## config.mk

```make
export PLATFORM = sky130hd
export DESIGN_NAME = grid_raycaster_columns
export DESIGN_NICKNAME = d
export VERILOG_FILES = /design/src/hdl/rgc_pkg.sv /design/src/hdl/rgc_fifo.sv /design/src/hdl/rgc_front.sv /design/src/hdl/rgc_div.sv /design/src/hdl/rgc_back.sv /design/src/hdl/grid_raycaster_columns.sv
export SDC_FILE = /design/constraint.sdc
export NUM_CORES = 2
export LEC_CHECK = 0
export ABC_AREA = 1
export BUFFER_PORTS_ARGS = -buffer_cell sky130_fd_sc_hd__buf_2
export CORE_MARGIN = 4
export CORE_UTILIZATION = 35
export DETAILED_ROUTE_END_ITERATION = 7
export SYNTH_ARGS = -nofsm -noshare
export SYNTH_HDL_FRONTEND = slang
export SYNTH_HIERARCHICAL = 1
export SYNTH_SLANG_ARGS = --single-unit
```

## constraint.sdc

```tcl
create_clock -name clk -period 9.5 [get_ports clk]
set_clock_uncertainty 0.05 [all_clocks]
set_input_delay 1.425 -clock clk [delete_from_list [all_inputs] [get_ports clk]]
set_output_delay 1.425 -clock clk [all_outputs]
set_load 0.01 [all_outputs]
```

## src/hdl/rgc_pkg.sv

```systemverilog
// ----------------------------------------------------------------------------
// rgc_pkg
// Shared types, constants and the trig table for the grid ray caster.
// ----------------------------------------------------------------------------
package rgc_pkg;

    localparam int NUM_RAYS      = 60;
    localparam int MAX_STEPS     = 8;
    localparam int CELL_SHIFT    = 6;
    localparam int FRAC_BITS     = 6;
    localparam int GRID_SHIFT    = CELL_SHIFT + FRAC_BITS;
    localparam int MAP_CELLS     = 64;
    localparam int SCREEN_HEIGHT = 320;
    localparam int HALF_FOV      = NUM_RAYS / 2;

    localparam int COORD_W = 24;   // signed q.6 coordinates and distances
    localparam int PROD_W  = 41;   // 24 x 17 signed product
    localparam int DIV_NW  = 27;   // divider dividend / quotient
    localparam int DIV_DW  = 24;   // divider divisor

    localparam int RAY_DEPTH = 4;
    localparam int RES_DEPTH = 2;

    localparam logic signed [COORD_W-1:0] CELL_Q6   = COORD_W'(1 << GRID_SHIFT);
    localparam logic signed [COORD_W-1:0] MISS_DIST = COORD_W'(100000 * 64);

    // configuration register indexes
    localparam logic [1:0] CFG_CELLS  = 2'd0;
    localparam logic [1:0] CFG_WIDTH  = 2'd1;
    localparam logic [1:0] CFG_HEIGHT = 2'd2;
    localparam logic [1:0] CFG_SCALE  = 2'd3;

    localparam logic [14:0] QSINE [0:90] = '{
        15'd0, 15'd286, 15'd572, 15'd857, 15'd1143, 15'd1428, 15'd1713, 15'd1997,
        15'd2280, 15'd2563, 15'd2845, 15'd3126, 15'd3406, 15'd3686, 15'd3964,
        15'd4240, 15'd4516, 15'd4790, 15'd5063, 15'd5334, 15'd5604, 15'd5871,
        15'd6138, 15'd6402, 15'd6664, 15'd6924, 15'd7182, 15'd7438, 15'd7692,
        15'd7943, 15'd8192, 15'd8438, 15'd8682, 15'd8923, 15'd9162, 15'd9397,
        15'd9630, 15'd9860, 15'd10087, 15'd10311, 15'd10531, 15'd10749,
        15'd10963, 15'd11174, 15'd11381, 15'd11585, 15'd11786, 15'd11982,
        15'd12176, 15'd12365, 15'd12551, 15'd12733, 15'd12911, 15'd13085,
        15'd13255, 15'd13421, 15'd13583, 15'd13741, 15'd13894, 15'd14044,
        15'd14189, 15'd14330, 15'd14466, 15'd14598, 15'd14726, 15'd14849,
        15'd14968, 15'd15082, 15'd15191, 15'd15296, 15'd15396, 15'd15491,
        15'd15582, 15'd15668, 15'd15749, 15'd15826, 15'd15897, 15'd15964,
        15'd16026, 15'd16083, 15'd16135, 15'd16182, 15'd16225, 15'd16262,
        15'd16294, 15'd16322, 15'd16344, 15'd16362, 15'd16374, 15'd16382,
        15'd16384
    };

    typedef struct packed {
        logic [14:0]        px;
        logic [14:0]        py;
        logic [5:0]         col;
        logic signed [15:0] s;
        logic signed [15:0] c;
        logic [14:0]        fc;
        logic               last;
    } ray_t;

    typedef struct packed {
        logic [5:0]         column;
        logic [7:0]         wall_top;
        logic [8:0]         wall_height;
        logic               vertical_hit;
        logic signed [17:0] hit_x;
        logic signed [17:0] hit_y;
        logic               last_column;
    } res_t;

    typedef struct packed {
        logic [63:0] cells;
        logic [3:0]  width;
        logic [3:0]  height;
        logic [7:0]  scale;
    } map_cfg_t;

    function automatic logic signed [15:0] sin_deg(input logic [8:0] a);
        logic [8:0]  i;
        logic [14:0] v;
        if (a <= 9'd90)
            i = a;
        else if (a <= 9'd180)
            i = 9'd180 - a;
        else if (a <= 9'd270)
            i = a - 9'd180;
        else
            i = 9'd360 - a;
        v = QSINE[i[6:0]];
        return (a > 9'd180) ? -$signed({1'b0, v}) : $signed({1'b0, v});
    endfunction

    function automatic logic signed [15:0] cos_deg(input logic [8:0] a);
        logic [8:0] b;
        b = a + 9'd90;
        if (b >= 9'd360)
            b = b - 9'd360;
        return sin_deg(b);
    endfunction

    // divide by 2^14, rounding half away from zero
    function automatic logic signed [COORD_W-1:0] round_q14(input logic signed [41:0] v);
        logic [41:0] mag;
        logic [41:0] q;
        mag = v[41] ? 42'(-v) : 42'(v);
        q   = (mag + 42'd8192) >> 14;
        return v[41] ? -$signed(q[COORD_W-1:0]) : $signed(q[COORD_W-1:0]);
    endfunction

endpackage

```

## src/hdl/rgc_fifo.sv

```systemverilog
// ----------------------------------------------------------------------------
// rgc_fifo
// Small register queue, power-of-two depth.
// ----------------------------------------------------------------------------
module rgc_fifo
    import rgc_pkg::*;
#(
    parameter int WIDTH = 8,
    parameter int DEPTH = RES_DEPTH
)
(
    input  logic             clk,
    input  logic             rst_n,
    input  logic             wr,
    input  logic [WIDTH-1:0] wr_data,
    output logic             full,
    input  logic             rd,
    output logic [WIDTH-1:0] rd_data,
    output logic             empty
);

    localparam int AW = $clog2(DEPTH);

    logic [WIDTH-1:0] mem [0:DEPTH-1];
    logic [AW-1:0]    wp_reg;
    logic [AW-1:0]    rp_reg;
    logic [AW:0]      cnt_reg;
    logic             do_wr;
    logic             do_rd;

    assign full    = (cnt_reg == (AW+1)'(DEPTH));
    assign empty   = (cnt_reg == '0);
    assign do_wr   = wr && !full;
    assign do_rd   = rd && !empty;
    assign rd_data = mem[rp_reg];

    always_ff @(posedge clk)
    begin
        if (do_wr)
        begin
            mem[wp_reg] <= wr_data;
        end
    end

    always_ff @(posedge clk or negedge rst_n)
    begin
        if (!rst_n)
        begin
            wp_reg  <= '0;
            rp_reg  <= '0;
            cnt_reg <= '0;
        end
        else
        begin
            if (do_wr)
                wp_reg <= wp_reg + 1'b1;
            if (do_rd)
                rp_reg <= rp_reg + 1'b1;
            if (do_wr && !do_rd)
                cnt_reg <= cnt_reg + 1'b1;
            else if (do_rd && !do_wr)
                cnt_reg <= cnt_reg - 1'b1;
        end
    end

endmodule

```

## src/hdl/rgc_front.sv

```systemverilog
// ----------------------------------------------------------------------------
// rgc_front
// Takes a pose and issues one ray descriptor per column: position, sine,
// cosine and fisheye factor.
// ----------------------------------------------------------------------------
module rgc_front
    import rgc_pkg::*;
(
    input  logic        clk,
    input  logic        rst_n,
    input  logic        in_push,
    output logic        in_full,
    input  logic [14:0] pos_x,
    input  logic [14:0] pos_y,
    input  logic [8:0]  view_deg,
    output logic        ray_wr,
    output ray_t        ray_data,
    input  logic        ray_full
);

    logic        busy_reg;
    logic [5:0]  col_reg;
    logic [8:0]  ang_reg;
    logic [14:0] px_reg;
    logic [14:0] py_reg;
    logic [8:0]  view_mod;
    logic [9:0]  a0_wide;
    logic [8:0]  a0;
    logic [5:0]  off;
    logic        accept;

    assign in_full  = busy_reg;
    assign accept   = in_push && !busy_reg;
    assign ray_wr   = busy_reg && !ray_full;

    assign view_mod = (view_deg >= 9'd360) ? view_deg - 9'd360 : view_deg;
    assign a0_wide  = 10'(view_mod) + 10'(180 + HALF_FOV);
    assign a0       = (a0_wide >= 10'd360) ? 9'(a0_wide - 10'd360) : 9'(a0_wide);
    assign off      = (col_reg < 6'(HALF_FOV)) ? 6'(HALF_FOV) - col_reg
                                               : col_reg - 6'(HALF_FOV);

    always_comb
    begin
        ray_data.px   = px_reg;
        ray_data.py   = py_reg;
        ray_data.col  = col_reg;
        ray_data.s    = sin_deg(ang_reg);
        ray_data.c    = cos_deg(ang_reg);
        ray_data.fc   = QSINE[7'(7'd90 - 7'(off))];
        ray_data.last = (col_reg == 6'(NUM_RAYS - 1));
    end

    always_ff @(posedge clk)
    begin
        if (accept)
        begin
            px_reg <= pos_x;
            py_reg <= pos_y;
        end
    end

    always_ff @(posedge clk or negedge rst_n)
    begin
        if (!rst_n)
        begin
            busy_reg <= 1'b0;
            col_reg  <= '0;
            ang_reg  <= '0;
        end
        else if (accept)
        begin
            busy_reg <= 1'b1;
            col_reg  <= '0;
            ang_reg  <= a0;
        end
        else if (ray_wr)
        begin
            // rays sweep clockwise, one degree per column
            ang_reg <= (ang_reg == 9'd0) ? 9'd359 : ang_reg - 9'd1;
            col_reg <= col_reg + 6'd1;
            if (col_reg == 6'(NUM_RAYS - 1))
                busy_reg <= 1'b0;
        end
    end

endmodule

```

## src/hdl/rgc_div.sv

```systemverilog
// ----------------------------------------------------------------------------
// rgc_div
// Unsigned restoring divider, one quotient bit per cycle.
// ----------------------------------------------------------------------------
module rgc_div
    import rgc_pkg::*;
(
    input  logic              clk,
    input  logic              rst_n,
    input  logic              start,
    input  logic [DIV_NW-1:0] num,
    input  logic [DIV_DW-1:0] den,
    output logic              done,
    output logic [DIV_NW-1:0] quo
);

    localparam int CW = $clog2(DIV_NW);

    logic              busy_reg;
    logic              done_reg;
    logic [CW-1:0]     cnt_reg;
    logic [DIV_DW:0]   rem_reg;
    logic [DIV_NW-1:0] quo_reg;
    logic [DIV_DW-1:0] den_reg;
    logic [DIV_DW:0]   rem_sh;
    logic [DIV_DW+1:0] trial;

    assign done   = done_reg;
    assign quo    = quo_reg;
    assign rem_sh = {rem_reg[DIV_DW-1:0], quo_reg[DIV_NW-1]};
    assign trial  = {1'b0, rem_sh} - {2'b0, den_reg};

    always_ff @(posedge clk)
    begin
        if (start)
        begin
            den_reg <= den;
            rem_reg <= '0;
            quo_reg <= num;
        end
        else if (busy_reg)
        begin
            if (!trial[DIV_DW+1])
            begin
                rem_reg <= trial[DIV_DW:0];
                quo_reg <= {quo_reg[DIV_NW-2:0], 1'b1};
            end
            else
            begin
                rem_reg <= rem_sh;
                quo_reg <= {quo_reg[DIV_NW-2:0], 1'b0};
            end
        end
    end

    always_ff @(posedge clk or negedge rst_n)
    begin
        if (!rst_n)
        begin
            busy_reg <= 1'b0;
            done_reg <= 1'b0;
            cnt_reg  <= '0;
        end
        else
        begin
            done_reg <= 1'b0;
            if (start)
            begin
                busy_reg <= 1'b1;
                cnt_reg  <= CW'(DIV_NW - 1);
            end
            else if (busy_reg)
            begin
                cnt_reg <= cnt_reg - 1'b1;
                if (cnt_reg == '0)
                begin
                    busy_reg <= 1'b0;
                    done_reg <= 1'b1;
                end
            end
        end
    end

endmodule

```

## src/hdl/rgc_back.sv

```systemverilog
// ----------------------------------------------------------------------------
// rgc_back
// Casts one ray: vertical and horizontal grid walks, nearest hit,
// fisheye correction and projected height.
// ----------------------------------------------------------------------------
module rgc_back
    import rgc_pkg::*;
(
    input  logic     clk,
    input  logic     rst_n,
    input  map_cfg_t cfg,
    input  ray_t     ray_data,
    input  logic     ray_empty,
    output logic     ray_rd,
    output logic     res_wr,
    output res_t     res_data,
    input  logic     res_full
);

    localparam logic [3:0] S_IDLE  = 4'd0;
    localparam logic [3:0] S_SETUP = 4'd1;
    localparam logic [3:0] S_DIV1  = 4'd2;
    localparam logic [3:0] S_DIV1W = 4'd3;
    localparam logic [3:0] S_DIV2W = 4'd4;
    localparam logic [3:0] S_WALK  = 4'd5;
    localparam logic [3:0] S_DIST1 = 4'd6;
    localparam logic [3:0] S_DIST2 = 4'd7;
    localparam logic [3:0] S_PHASE = 4'd8;
    localparam logic [3:0] S_PICK  = 4'd9;
    localparam logic [3:0] S_CORR  = 4'd10;
    localparam logic [3:0] S_HDIV  = 4'd11;
    localparam logic [3:0] S_OUT   = 4'd12;

    localparam int SW = $clog2(MAX_STEPS);
    localparam int MW = COORD_W - GRID_SHIFT;

    logic [3:0]                state_reg;
    logic [3:0]                state_next;
    ray_t                      ray_reg;
    logic                      phase_reg;
    logic signed [COORD_W-1:0] m_reg;
    logic signed [COORD_W-1:0] o_reg;
    logic signed [COORD_W-1:0] sm_reg;
    logic                      neg_reg;
    logic signed [COORD_W-1:0] rx_reg;
    logic signed [COORD_W-1:0] ry_reg;
    logic signed [COORD_W-1:0] sx_reg;
    logic signed [COORD_W-1:0] sy_reg;
    logic [SW-1:0]             cnt_reg;
    logic signed [COORD_W-1:0] dist_reg;
    logic signed [COORD_W-1:0] dv_reg;
    logic signed [COORD_W-1:0] vx_reg;
    logic signed [COORD_W-1:0] vy_reg;
    logic signed [PROD_W-1:0]  prod_reg;
    logic signed [PROD_W-1:0]  mul_reg;
    logic                      vert_reg;
    logic [8:0]                height_reg;

    logic signed [15:0]        d_sel;
    logic signed [15:0]        f_sel;
    logic signed [COORD_W-1:0] px_c;
    logic signed [COORD_W-1:0] py_c;
    logic signed [COORD_W-1:0] pm_c;
    logic signed [COORD_W-1:0] po_c;
    logic [14:0]               pm;
    logic                      dir_pos;
    logic signed [COORD_W-1:0] base_c;
    logic signed [COORD_W-1:0] m0;
    logic signed [COORD_W-1:0] sm0;
    logic signed [COORD_W-1:0] mul_a;
    logic signed [16:0]        mul_b;
    logic                      mul_neg;
    logic [PROD_W-1:0]         mul_mag;
    logic [15:0]               dmag;
    logic [DIV_NW-1:0]         round_num;
    logic                      div_start;
    logic [DIV_NW-1:0]         div_num;
    logic [DIV_DW-1:0]         div_den;
    logic                      div_done;
    logic [DIV_NW-1:0]         div_quo;
    logic signed [COORD_W-1:0] q_s;
    logic signed [MW-1:0]      mx;
    logic signed [MW-1:0]      my;
    logic signed [17:0]        idx;
    logic [7:0]                limit;
    logic                      cell_hit;
    logic                      vert_now;
    logic signed [COORD_W-1:0] dist_sel;
    logic signed [41:0]        dist_diff;
    logic signed [COORD_W-1:0] corr;

    function automatic logic signed [17:0] sat18(input logic signed [COORD_W-1:0] v);
        if (v > COORD_W'(131071))
            return 18'sd131071;
        else if (v < -COORD_W'(131072))
            return -18'sd131072;
        else
            return v[17:0];
    endfunction

    assign px_c    = COORD_W'(ray_reg.px);
    assign py_c    = COORD_W'(ray_reg.py);
    // phase 0 walks vertical grid lines, phase 1 horizontal ones
    assign d_sel   = phase_reg ? ray_reg.s : ray_reg.c;
    assign f_sel   = phase_reg ? ray_reg.c : ray_reg.s;
    assign pm      = phase_reg ? ray_reg.py : ray_reg.px;
    assign pm_c    = phase_reg ? py_c : px_c;
    assign po_c    = phase_reg ? px_c : py_c;
    assign dir_pos = phase_reg ? ray_reg.s[15] : (ray_reg.c > 16'sd0);
    assign base_c  = COORD_W'({pm[14:GRID_SHIFT], GRID_SHIFT'(0)});
    assign m0      = dir_pos ? base_c + CELL_Q6 : base_c - COORD_W'(1);
    assign sm0     = dir_pos ? CELL_Q6 : -CELL_Q6;

    assign vert_now = dv_reg < dist_reg;
    assign dist_sel = vert_now ? dv_reg : dist_reg;

    // shared multiplier, operands picked by state
    always_comb
    begin
        case (state_reg)
            S_SETUP:
            begin
                mul_a = pm_c - m0;
                mul_b = 17'(f_sel);
            end
            S_DIV1, S_DIV1W:
            begin
                mul_a = -sm_reg;
                mul_b = 17'(f_sel);
            end
            S_DIST1:
            begin
                mul_a = ry_reg - py_c;
                mul_b = 17'(ray_reg.s);
            end
            S_PICK:
            begin
                mul_a = dist_sel;
                mul_b = $signed({2'b0, ray_reg.fc});
            end
            default:
            begin
                mul_a = rx_reg - px_c;
                mul_b = 17'(ray_reg.c);
            end
        endcase
    end

    assign mul_neg   = mul_reg[PROD_W-1];
    assign mul_mag   = mul_neg ? PROD_W'(-mul_reg) : PROD_W'(mul_reg);
    assign dmag      = d_sel[15] ? 16'(-d_sel) : 16'(d_sel);
    assign round_num = mul_mag[DIV_NW-1:0] + DIV_NW'(dmag >> 1);
    assign q_s       = neg_reg ? -$signed(div_quo[COORD_W-1:0])
                               : $signed(div_quo[COORD_W-1:0]);

    assign dist_diff = prod_reg - mul_reg;
    assign corr      = round_q14(42'(mul_reg));

    // cell lookup
    assign mx       = rx_reg[COORD_W-1:GRID_SHIFT];
    assign my       = ry_reg[COORD_W-1:GRID_SHIFT];
    assign idx      = 18'(my * $signed({1'b0, cfg.width})) + 18'(mx);
    assign limit    = 8'(cfg.width) * 8'(cfg.height);
    assign cell_hit = (idx > 18'sd0) && (idx < $signed({10'b0, limit}))
                   && (idx < 18'(MAP_CELLS)) && cfg.cells[idx[5:0]];

    always_comb
    begin
        div_start = 1'b0;
        div_num   = round_num;
        div_den   = DIV_DW'(dmag);
        case (state_reg)
            S_DIV1:
                div_start = 1'b1;
            S_DIV1W:
                div_start = div_done;
            S_CORR:
            begin
                div_start = (corr > COORD_W'(0));
                div_num   = DIV_NW'(cfg.scale) * DIV_NW'(SCREEN_HEIGHT << FRAC_BITS);
                div_den   = DIV_DW'(corr);
            end
            default:
                div_start = 1'b0;
        endcase
    end

    rgc_div u_div (
        .clk   (clk),
        .rst_n (rst_n),
        .start (div_start),
        .num   (div_num),
        .den   (div_den),
        .done  (div_done),
        .quo   (div_quo)
    );

    assign ray_rd = (state_reg == S_IDLE) && !ray_empty;
    assign res_wr = (state_reg == S_OUT) && !res_full;

    always_comb
    begin
        res_data.column       = ray_reg.col;
        res_data.wall_top     = 8'(9'(SCREEN_HEIGHT / 2) - (height_reg >> 1));
        res_data.wall_height  = height_reg;
        res_data.vertical_hit = vert_reg;
        res_data.hit_x        = sat18(rx_reg);
        res_data.hit_y        = sat18(ry_reg);
        res_data.last_column  = ray_reg.last;
    end

    always_comb
    begin
        state_next = state_reg;
        case (state_reg)
            S_IDLE:
                if (!ray_empty)
                    state_next = S_SETUP;
            S_SETUP:
                state_next = (d_sel == 16'sd0) ? S_PHASE : S_DIV1;
            S_DIV1:
                state_next = S_DIV1W;
            S_DIV1W:
                if (div_done)
                    state_next = S_DIV2W;
            S_DIV2W:
                if (div_done)
                    state_next = S_WALK;
            S_WALK:
                if (cell_hit)
                    state_next = S_DIST1;
                else if (cnt_reg == SW'(MAX_STEPS - 1))
                    state_next = S_PHASE;
            S_DIST1:
                state_next = S_DIST2;
            S_DIST2:
                state_next = S_PHASE;
            S_PHASE:
                state_next = phase_reg ? S_PICK : S_SETUP;
            S_PICK:
                state_next = S_CORR;
            S_CORR:
                state_next = (corr > COORD_W'(0)) ? S_HDIV : S_OUT;
            S_HDIV:
                if (div_done)
                    state_next = S_OUT;
            S_OUT:
                if (!res_full)
                    state_next = S_IDLE;
            default:
                state_next = S_IDLE;
        endcase
    end

    always_ff @(posedge clk or negedge rst_n)
    begin
        if (!rst_n)
            state_reg <= S_IDLE;
        else
            state_reg <= state_next;
    end

    always_ff @(posedge clk)
    begin
        mul_reg <= mul_a * mul_b;
        case (state_reg)
            S_IDLE:
            begin
                ray_reg   <= ray_data;
                phase_reg <= 1'b0;
            end
            S_SETUP:
            begin
                m_reg  <= m0;
                sm_reg <= sm0;
                // axis-parallel ray: no walk on this axis
                rx_reg   <= px_c;
                ry_reg   <= py_c;
                dist_reg <= MISS_DIST;
            end
            S_DIV1:
                neg_reg <= mul_neg ^ d_sel[15];
            S_DIV1W:
                if (div_done)
                begin
                    o_reg   <= po_c + q_s;
                    neg_reg <= mul_neg ^ d_sel[15];
                end
            S_DIV2W:
                if (div_done)
                begin
                    cnt_reg <= '0;
                    if (!phase_reg)
                    begin
                        rx_reg <= m_reg;
                        ry_reg <= o_reg;
                        sx_reg <= sm_reg;
                        sy_reg <= q_s;
                    end
                    else
                    begin
                        rx_reg <= o_reg;
                        ry_reg <= m_reg;
                        sx_reg <= q_s;
                        sy_reg <= sm_reg;
                    end
                end
            S_WALK:
                if (!cell_hit)
                begin
                    rx_reg   <= rx_reg + sx_reg;
                    ry_reg   <= ry_reg + sy_reg;
                    cnt_reg  <= cnt_reg + 1'b1;
                    dist_reg <= MISS_DIST;
                end
            S_DIST1:
                prod_reg <= mul_reg;
            S_DIST2:
                dist_reg <= round_q14(dist_diff);
            S_PHASE:
                if (!phase_reg)
                begin
                    dv_reg    <= dist_reg;
                    vx_reg    <= rx_reg;
                    vy_reg    <= ry_reg;
                    phase_reg <= 1'b1;
                end
            S_PICK:
            begin
                vert_reg <= vert_now;
                dist_reg <= dist_sel;
                if (vert_now)
                begin
                    rx_reg <= vx_reg;
                    ry_reg <= vy_reg;
                end
            end
            S_CORR:
                height_reg <= 9'(SCREEN_HEIGHT);
            S_HDIV:
                if (div_done)
                    height_reg <= (div_quo > DIV_NW'(SCREEN_HEIGHT)) ? 9'(SCREEN_HEIGHT)
                                                                     : div_quo[8:0];
            default:
                phase_reg <= phase_reg;
        endcase
    end

endmodule

```

## src/hdl/grid_raycaster_columns.sv

```systemverilog
// ----------------------------------------------------------------------------
// grid_raycaster_columns
// Grid ray caster: one pose in, one wall column out per ray.
// ----------------------------------------------------------------------------
// Input channel: a pose beat (pos_x, pos_y, view_deg) is taken when push is
// high and full is low. full stays high while the front end issues the 60
// ray descriptors of a pose into a four-entry ray queue.
// Output channel: a queue face; while empty is low the oldest column is on
// the result ports and pop takes it. 60 columns per pose, last_column marks
// the final one.
// Each column is worked by one sequencer around a shared 24x17 multiplier
// and a 27-bit restoring divider. A column costs two setup divisions per
// walk axis, up to 8 walk steps per axis, and at most one height division;
// it costs less when a walk hits early or the ray runs along an axis. The
// divider sets most of that cost.
// Map registers are written through cfg_wr / cfg_index / cfg_data with no
// wait state. Reset empties both queues and loads an empty 8x8 map with
// scale 64. When pop is held low the back end stops once the two-entry
// result queue fills, and the front end stops once the ray queue fills.
// ----------------------------------------------------------------------------
module grid_raycaster_columns
    import rgc_pkg::*;
(
    input  logic               clk,
    input  logic               rst_n,
    input  logic               push,
    output logic               full,
    input  logic [14:0]        pos_x,
    input  logic [14:0]        pos_y,
    input  logic [8:0]         view_deg,
    output logic               empty,
    input  logic               pop,
    output logic [5:0]         column,
    output logic [7:0]         wall_top,
    output logic [8:0]         wall_height,
    output logic               vertical_hit,
    output logic signed [17:0] hit_x,
    output logic signed [17:0] hit_y,
    output logic               last_column,
    input  logic               cfg_wr,
    input  logic [1:0]         cfg_index,
    input  logic [63:0]        cfg_data
);

    map_cfg_t cfg_reg;
    logic     ray_wr;
    ray_t     ray_in;
    logic     ray_full;
    logic     ray_rd;
    ray_t     ray_out;
    logic     ray_empty;
    logic     res_wr;
    res_t     res_in;
    logic     res_full;
    res_t     res_out;

    always_ff @(posedge clk or negedge rst_n)
    begin
        if (!rst_n)
        begin
            cfg_reg.cells  <= '0;
            cfg_reg.width  <= 4'd8;
            cfg_reg.height <= 4'd8;
            cfg_reg.scale  <= 8'd64;
        end
        else if (cfg_wr)
        begin
            case (cfg_index)
                CFG_CELLS:  cfg_reg.cells  <= cfg_data;
                CFG_WIDTH:  cfg_reg.width  <= cfg_data[3:0];
                CFG_HEIGHT: cfg_reg.height <= cfg_data[3:0];
                CFG_SCALE:  cfg_reg.scale  <= cfg_data[7:0];
                default:    cfg_reg.scale  <= cfg_reg.scale;
            endcase
        end
    end

    rgc_front u_front (
        .clk      (clk),
        .rst_n    (rst_n),
        .in_push  (push),
        .in_full  (full),
        .pos_x    (pos_x),
        .pos_y    (pos_y),
        .view_deg (view_deg),
        .ray_wr   (ray_wr),
        .ray_data (ray_in),
        .ray_full (ray_full)
    );

    rgc_fifo #(
        .WIDTH ($bits(ray_t)),
        .DEPTH (RAY_DEPTH)
    ) u_ray_q (
        .clk     (clk),
        .rst_n   (rst_n),
        .wr      (ray_wr),
        .wr_data (ray_in),
        .full    (ray_full),
        .rd      (ray_rd),
        .rd_data (ray_out),
        .empty   (ray_empty)
    );

    rgc_back u_back (
        .clk       (clk),
        .rst_n     (rst_n),
        .cfg       (cfg_reg),
        .ray_data  (ray_out),
        .ray_empty (ray_empty),
        .ray_rd    (ray_rd),
        .res_wr    (res_wr),
        .res_data  (res_in),
        .res_full  (res_full)
    );

    rgc_fifo #(
        .WIDTH ($bits(res_t)),
        .DEPTH (RES_DEPTH)
    ) u_res_q (
        .clk     (clk),
        .rst_n   (rst_n),
        .wr      (res_wr),
        .wr_data (res_in),
        .full    (res_full),
        .rd      (pop),
        .rd_data (res_out),
        .empty   (empty)
    );

    assign column       = res_out.column;
    assign wall_top     = res_out.wall_top;
    assign wall_height  = res_out.wall_height;
    assign vertical_hit = res_out.vertical_hit;
    assign hit_x        = res_out.hit_x;
    assign hit_y        = res_out.hit_y;
    assign last_column  = res_out.last_column;

endmodule

```

**Word level (Yosys, flattened, before mapping)**

Memories as Yosys holds them, arrays and structs flattened. A register that Yosys moved wholly into a read port is not among the register bits.
Index checks and enable logic that the tools add are counted.

- Memory bits (read-only): 5760
- Flip-flop bits (word level): 584
- Word-level logic and storage cells: 325
- Bits of input ports: 110
- Memories: 5
- Output and inout bits: 63
- RAM bits: 458

Memory list:

| memory | words | width | read ports | clocked after Yosys merged registers in | wr ports | RTL line | text |
|---|---|---|---|---|---|---|---|
| (name not given) | 128 | 15 | 1 | 0 | 0 | rgc_pkg.sv:89 | `v = QSINE[i[6:0]];` |
| (name not given) | 128 | 15 | 1 | 0 | 0 | rgc_pkg.sv:89 |  |
| (name not given) | 128 | 15 | 1 | 0 | 0 | rgc_front.sv:49 | `ray_data.fc = QSINE[7'(7'd90 - 7'(off))];` |
| u_ray_q.mem | 4 | 84 | 1 | 1 | 1 | rgc_fifo.sv:24 | `logic [WIDTH-1:0] mem [0:DEPTH-1];` |
| u_res_q.mem | 2 | 61 | 1 | 0 | 1 | rgc_fifo.sv:24 |  |

- $add $sub $neg: 51
- Bitwise operators: 5
- $mul: 4
- Reductions and logical operators: 58
- Equality and inequality tests: 27
- Order comparisons: 27
- Multiplexer cells: 107

Operators with widths:

| cell | count |
|---|---|
| 2-to-1 mux 24 bit | 18 |
| case mux 24 bit (4 select lines) | 4 |
| 2-to-1 mux 15 bit | 9 |
| 2-to-1 mux 27 bit | 4 |
| 2-to-1 mux 16 bit | 6 |
| negation 24 bit | 4 |
| adder 38 x 14 -> 38 bit (second input constant) | 2 |
| 2-to-1 mux 38 bit | 2 |
| negation 38 bit | 2 |
| adder 24 bit | 3 |
| 2-to-1 mux 18 bit | 4 |
| 2-to-1 mux 9 bit | 8 |
| case mux 4 bit (13 select lines) | 1 |
| case mux 17 bit (3 select lines) | 1 |
| greater-than comparator 24 x 18 -> 1 bit (second input constant) | 2 |
| less-than comparator 24 x 18 -> 1 bit (second input constant) | 2 |
| subtractor 24 x 16 -> 24 bit | 2 |
| 2-to-1 mux 7 bit | 6 |
| subtractor 41 x 41 -> 42 bit | 1 |
| multiplier 24 x 17 -> 41 bit | 1 |
| 2-to-1 mux 4 bit | 9 |
| negation 15 -> 16 bit | 2 |
| adder 27 x 15 -> 27 bit | 1 |
| greater-than comparator 27 x 9 -> 1 bit (second input constant) | 1 |
| other kinds (83) | 184 |

**Depth between registers and ports, before layout**

- Depth in word-level cells: 13
- Depth in mapped cells: 60
- Gate-level depth less buffers: 55

**By module**

Netlist, hierarchy kept.

Modules (own cells, without submodules):

| module | area each (um2) | cells an instance | times used | seq. area each (um2) |
|---|---|---|---|---|
| rgc_back | 49884.1 | 6645 | 1 | 11791.3 |
| rgc_fifo at u_ray_q | 13858.3 | 1042 | 1 | 10264.8 |
| rgc_front | 9701.8 | 1705 | 1 | 1301.2 |
| rgc_div | 5246.3 | 736 | 1 | 2187.1 |
| rgc_fifo at u_res_q | 4674.5 | 350 | 1 | 3763.6 |
| grid_raycaster_columns | 3219.3 | 353 | 1 | 2005.7 |

**Worst setup path after synthesis**

Ideal clock, no wire load.

- Path kind: reg-to-reg
- Start: reg u_back.phase_reg
- End: reg u_back.mul_reg[38]
- Arrival time: 9.635 ns
- Buffers on the path: 6
- Cell stages (with the launch flop): 52
- Required time: 9.330 ns
- Period minus slack after synthesis: 9.805 ns
- Setup slack: -0.305 ns
- Library setup time: 0.120 ns
- Cells stage by stage: edfxtp_1 clkbuf_1 clkbuf_1 clkbuf_1 clkbuf_1 clkbuf_1 clkbuf_1 o21ai_0 ha_1 fa_1 o31ai_1 inv_1 nor2_1 o21ai_0 nand2_1 nand2_1 nand2_1 a21oi_1 [... 16 more ...] fa_1 fa_1 inv_1 fa_1 inv_1 ha_1 a21oi_1 o21a_1 nand2_1 a21oi_1 inv_1 a21oi_1 inv_1 a21oi_1 o21ai_0 nand3_1 nand2_1 xor2_1

- Longest elaborated chain between the ends: 6
- Elaborated cells between the ends (all ways): 11
- Those cells by class: 3 x add/sub; 1 x mul; 7 x mux

Ends and longest elaborated chain:

| item | RTL line | text |
|---|---|---|
| start: declaration | rgc_back.sv:40 | `logic phase_reg;` |
| start signal: assignment | rgc_back.sv:345 | `phase_reg <= phase_reg;` |
| 2-to-1 mux 15 bit | rgc_back.sv:106, rgc_back.sv:107 |  |
| subtractor 15 x 1 -> 16 bit / adder 15 x 13 -> 16 bit (equally long branches) | rgc_back.sv:111 | `assign m0 = dir_pos ? base_c + CELL_Q6 : base_c - COORD_W'(1);` |
| 2-to-1 mux 24 bit | rgc_back.sv:111 |  |
| subtractor 24 bit | rgc_back.sv:123 | `mul_a = pm_c - m0;` |
| case mux 24 bit (4 select lines) | rgc_back.sv:120 | `case (state_reg)` |
| multiplier 24 x 17 -> 41 bit * | rgc_back.sv:265 | `mul_reg <= mul_a * mul_b;` |
| end signal: assignment | rgc_back.sv:265 |  |
| end: declaration | rgc_back.sv:55 | `logic signed [PROD_W-1:0] mul_reg;` |

Every way passes the cells marked *; elsewhere a longest branch is shown, timed or not.
A chain may end at the register's enable or synchronous reset.

**Final worst setup path**

- Start: reg, netlist name u_back/ray_reg[22]
- End: reg u_back.mul_reg[40]

- Longest elaborated chain between the ends: 6
- Elaborated cells between the ends (all ways): 8
- Those cells by class: 1 x add/sub; 1 x mul; 1 x order compare; 5 x mux

Ends and longest elaborated chain:

| item | RTL line | text |
|---|---|---|
| greater-than comparator 16 x 1 -> 1 bit | rgc_back.sv:109 | `assign dir_pos = phase_reg ? ray_reg.s[15] : (ray_reg.c > 16'sd0);` |
| 2-to-1 mux 1 bit | rgc_back.sv:109 |  |
| 2-to-1 mux 24 bit | rgc_back.sv:111 |  |
| subtractor 24 bit | rgc_back.sv:123 |  |
| case mux 24 bit (4 select lines) | rgc_back.sv:120 |  |
| multiplier 24 x 17 -> 41 bit * | rgc_back.sv:265 |  |

Marked as above.

==> summary.txt <==
Critical path
  • Type of origin of the critical path: flip-flop
  • Worst Reg-to-Reg Cells: 51
  • Maximum fanout along the worst path: 7
  • Worst Path Buf+Inv: 7
  • Kind of critical path: flip-flop to flip-flop
  • Worst reg2reg startpoint: u_back/ray_reg[22]
  • R2R setup slack: between 400 and 500 ps
  • Max incr delay on CP: 520 ps
  • RR Endpoint: u_back/mul_reg[40]
  • Critical Path RT: 10,060 ps
  • Critical path data arrival time: roughly 9600 ps
  • Max stage delay cell, worst path: fa_1
  • Crit. End Element: flip-flop
  • CP delay by family, top: adder cells
  • Most used cell, CP: nand2_1

STA
  • Min Tclk post-route: 9020 ps
  • Max Transition Viols Final: 0
  • Fmax: 111 MHz
  • Final Hold Fails: 0
  • Slew at the pin closest to its max-slew limit: 1290 ps
  • Setup violations, final: 0
  • Post-route clock period utilization: 95.0%
  • Headroom to the max-slew limit: about an eighth

Logic synthesis
  • Ys async rst share: 10.9%
  • Post-synthesis cell count: 10,831
  • Register bit total from synthesis: around 1,100
  • Post-synthesis sequential area ratio: between 30 and 40%
  • Syn_nets: 11,843
  • Distinct cells, synth: 78
  • Mapped Area: 86,600 µm²
  • Synth warnings: 6
  • EDFF count, synth: 901
  • Predominant post-synthesis flop cell: edfxtp_1
  • Syn avg cell area: 7.99 µm²

Clocking
  • Clock Tree Buf Depth: 3
  • Cts bufs inserted: 115
  • CTS tree: done
  • Clock transition at path regs: 60 ps
  • CTS sink cnt: about 1,100
  • Htree depth: 3
  • Worst skew pair latency: 780 ps
  • Clock root cell: clkbuf_16

Placement
  • Area post-placement: slightly above 90,000 µm²
  • Placer Congestion: 0.973
  • Port buffer count: 172
  • Placed insts: 14,078
  • Hpwl dp: 202,000 µm

Floorplanning
  • Starting Density: 35.2%
  • Die Width: 505 µm
  • DIE HEIGHT: 505 µm
  • Die area: 255,000 µm²
  • Core Region: ~250,000 µm²
  • I/O pin total: 173
  • Row count: ~180

Layout
  • Nets: ~12,000
  • Reg area: ~31,000 µm²
  • # fillers: around 25,000
  • Footprint of the multi-input gates: 46,900 µm²
  • Synth-to-Final Area Change: 10.4%
  • Layout cells sized above 1: under 10%
  • Post-route non-filler standard cell count: 14,305
  • Max reg flops: 336
  • Most frequent cells in the layout: nand2_1, inv_1, edfxtp_1
  • Post-route design area: 95,500 µm²
  • Most common library cell in the layout ignoring fill and taps: nand2_1

Hold path
  • Hold endpoint: u_back/prod_reg[37]
  • Min-Delay Path Depth: 0
  • Hold wc startpoint: u_back/mul_reg[37]
  • Type of the tightest min-delay check: flip-flop to flip-flop

Global routing
  • GR Util All Layers: 19.9%
  • Initial antenna violation count: 11
  • Grt total ovfl: 0
  • Largest net degree at the start of global routing: 160
  • Vias in the first global route: 68,389
  • Global-route wire length before repair: 402,000 µm

Routing
  • Antenna Nets Post-Route: 0
  • Residual DRC count: 0
  • TritonRoute pass-1 iters: 6
  • DRT iter0 DRCs: 7,000
  • WL per Instance: 18.3 µm
  • Routed WL: roughly 260,000 µm
  • DR vias/cell: approximately 5.1
  • DR vias: a little over 70,000

Run
  • # Max-Cap Violations: 0

Run status
  • Outcome: finished, final reports clean
metrics by stage:
stage | util [%] | TNS [ps] | hold WS, ps | setup WS, ps
2_1_floorplan | - | -0.552 | 358 | -0.552
6_report | 38.9 | 0 | 370 | 477
3_3_place_gp | 37.2 | 0 | 363 | 114
4_1_cts | 38.7 | 0 | 368 | 12.7
5_1_grt | 38.8 | -121 | 383 | -60.2
3_5_place_dp | 37.2 | 0 | 376 | 74.5
how the worst max path moves through the flow:
stage | endpoint | depth (start not counted) | slack, ps | startpoint
final | u_back/mul_reg[40] | 51 | 480 | u_back/ray_reg[22]
after global routing | u_back/mul_reg[40] | 52 | -60 | u_back/ray_reg[25]
after CTS | u_back/mul_reg[40] | 46 | 10 | u_back/ray_reg[22]
after detailed placement | u_back/mul_reg[40] | 46 | 70 | u_back/ray_reg[23]
after global placement | u_back/mul_reg[40] | 46 | 110 | u_back/ray_reg[18]
after floorplan | u_back/mul_reg[38] | 56 | -0.6 | u_back/phase_reg
cells in the mapped netlist, types with 7 or more instances:
master     number  area [µm²]
buf_1          16        60.1
edfxtp_1      901       27100
nor4_1         17         106
clkbuf_1      196         736
clkinv_1       18        67.6
o21a_1         15         113
nand3_1       646        3230
o31ai_1        17         128
o211ai_1      234        1760
a211oi_1       17         128
xnor2_1        82         718
o221ai_1       30         263
fa_1          456        9130
xor2_1        170        1490
o21ai_1        31         155
nand2_4        14         158
inv_2          33         124
nor3_1         74         370
and2_1          7        43.8
ha_1          446        5580
o21bai_1       24         180
inv_1        1751        6570
a21boi_0       13        97.6
dfrtp_1       115        2880
a21oi_1       480        2400
nor2_1        910        3420
dfxtp_1        65        1300
or2_2          27         169
o311ai_0       14         123
o2111ai_1      21         184
a221oi_1        7        61.3
nor2_2         49         307
buf_6          38         428
nand2_1      2936       11000
a31oi_1        37         231
o21ai_0       452        2260
nand3_2        14         140
o22ai_1        12        75.1
buf_4          55         413
nor2_4         22         248
nand3b_1       42         315
nand4_1       130         813
nand2_2        69         432
buf_2          59         295
cells by family after synthesis:
kind of cell    after synthesis  synth area share [%]
mux                           1                0.0116
simple gates               4977                  24.3
xor+xnor                    258                  2.70
buf+inv                    2170                  10.1
fa+ha+maj                   902                  17.0
flops                      1084                  36.2
compound gates             1439                  9.80
final cells by class:
type | count | share of cell area (%)
inverters | 1806 | 7.13
multi-input cells | 7577 | 49.1
clock inverters | 67 | 0.703
well taps | 3220 | 4.22
flip-flops and latches | 1084 | 32.8
diodes | 7 | 0.0183
clock buffers | 149 | 3.34
repair buffers | 395 | 2.69
routing by layer:
metal / GRT usage (%) / share of wire (%) / vias to the layer above
li1: - / - / 35334
met1: 27.2 / 44 / 34194
met2: 32.2 / 46 / 2427
met4: 5.99 / 3.3 / 10
met3: 3.43 / 7.2 / 477
met5: 0 / 0.026 / -
timing repair:
item	CTS	global route
setup endpoints to repair	0	17
hold buffers	0	0
gates resized for setup	0	59
setup buffers	0	4
Power is left out: the tool's default activity adds up to more than one toggle a clock period on the data nets, which glitch-free logic cannot reach.
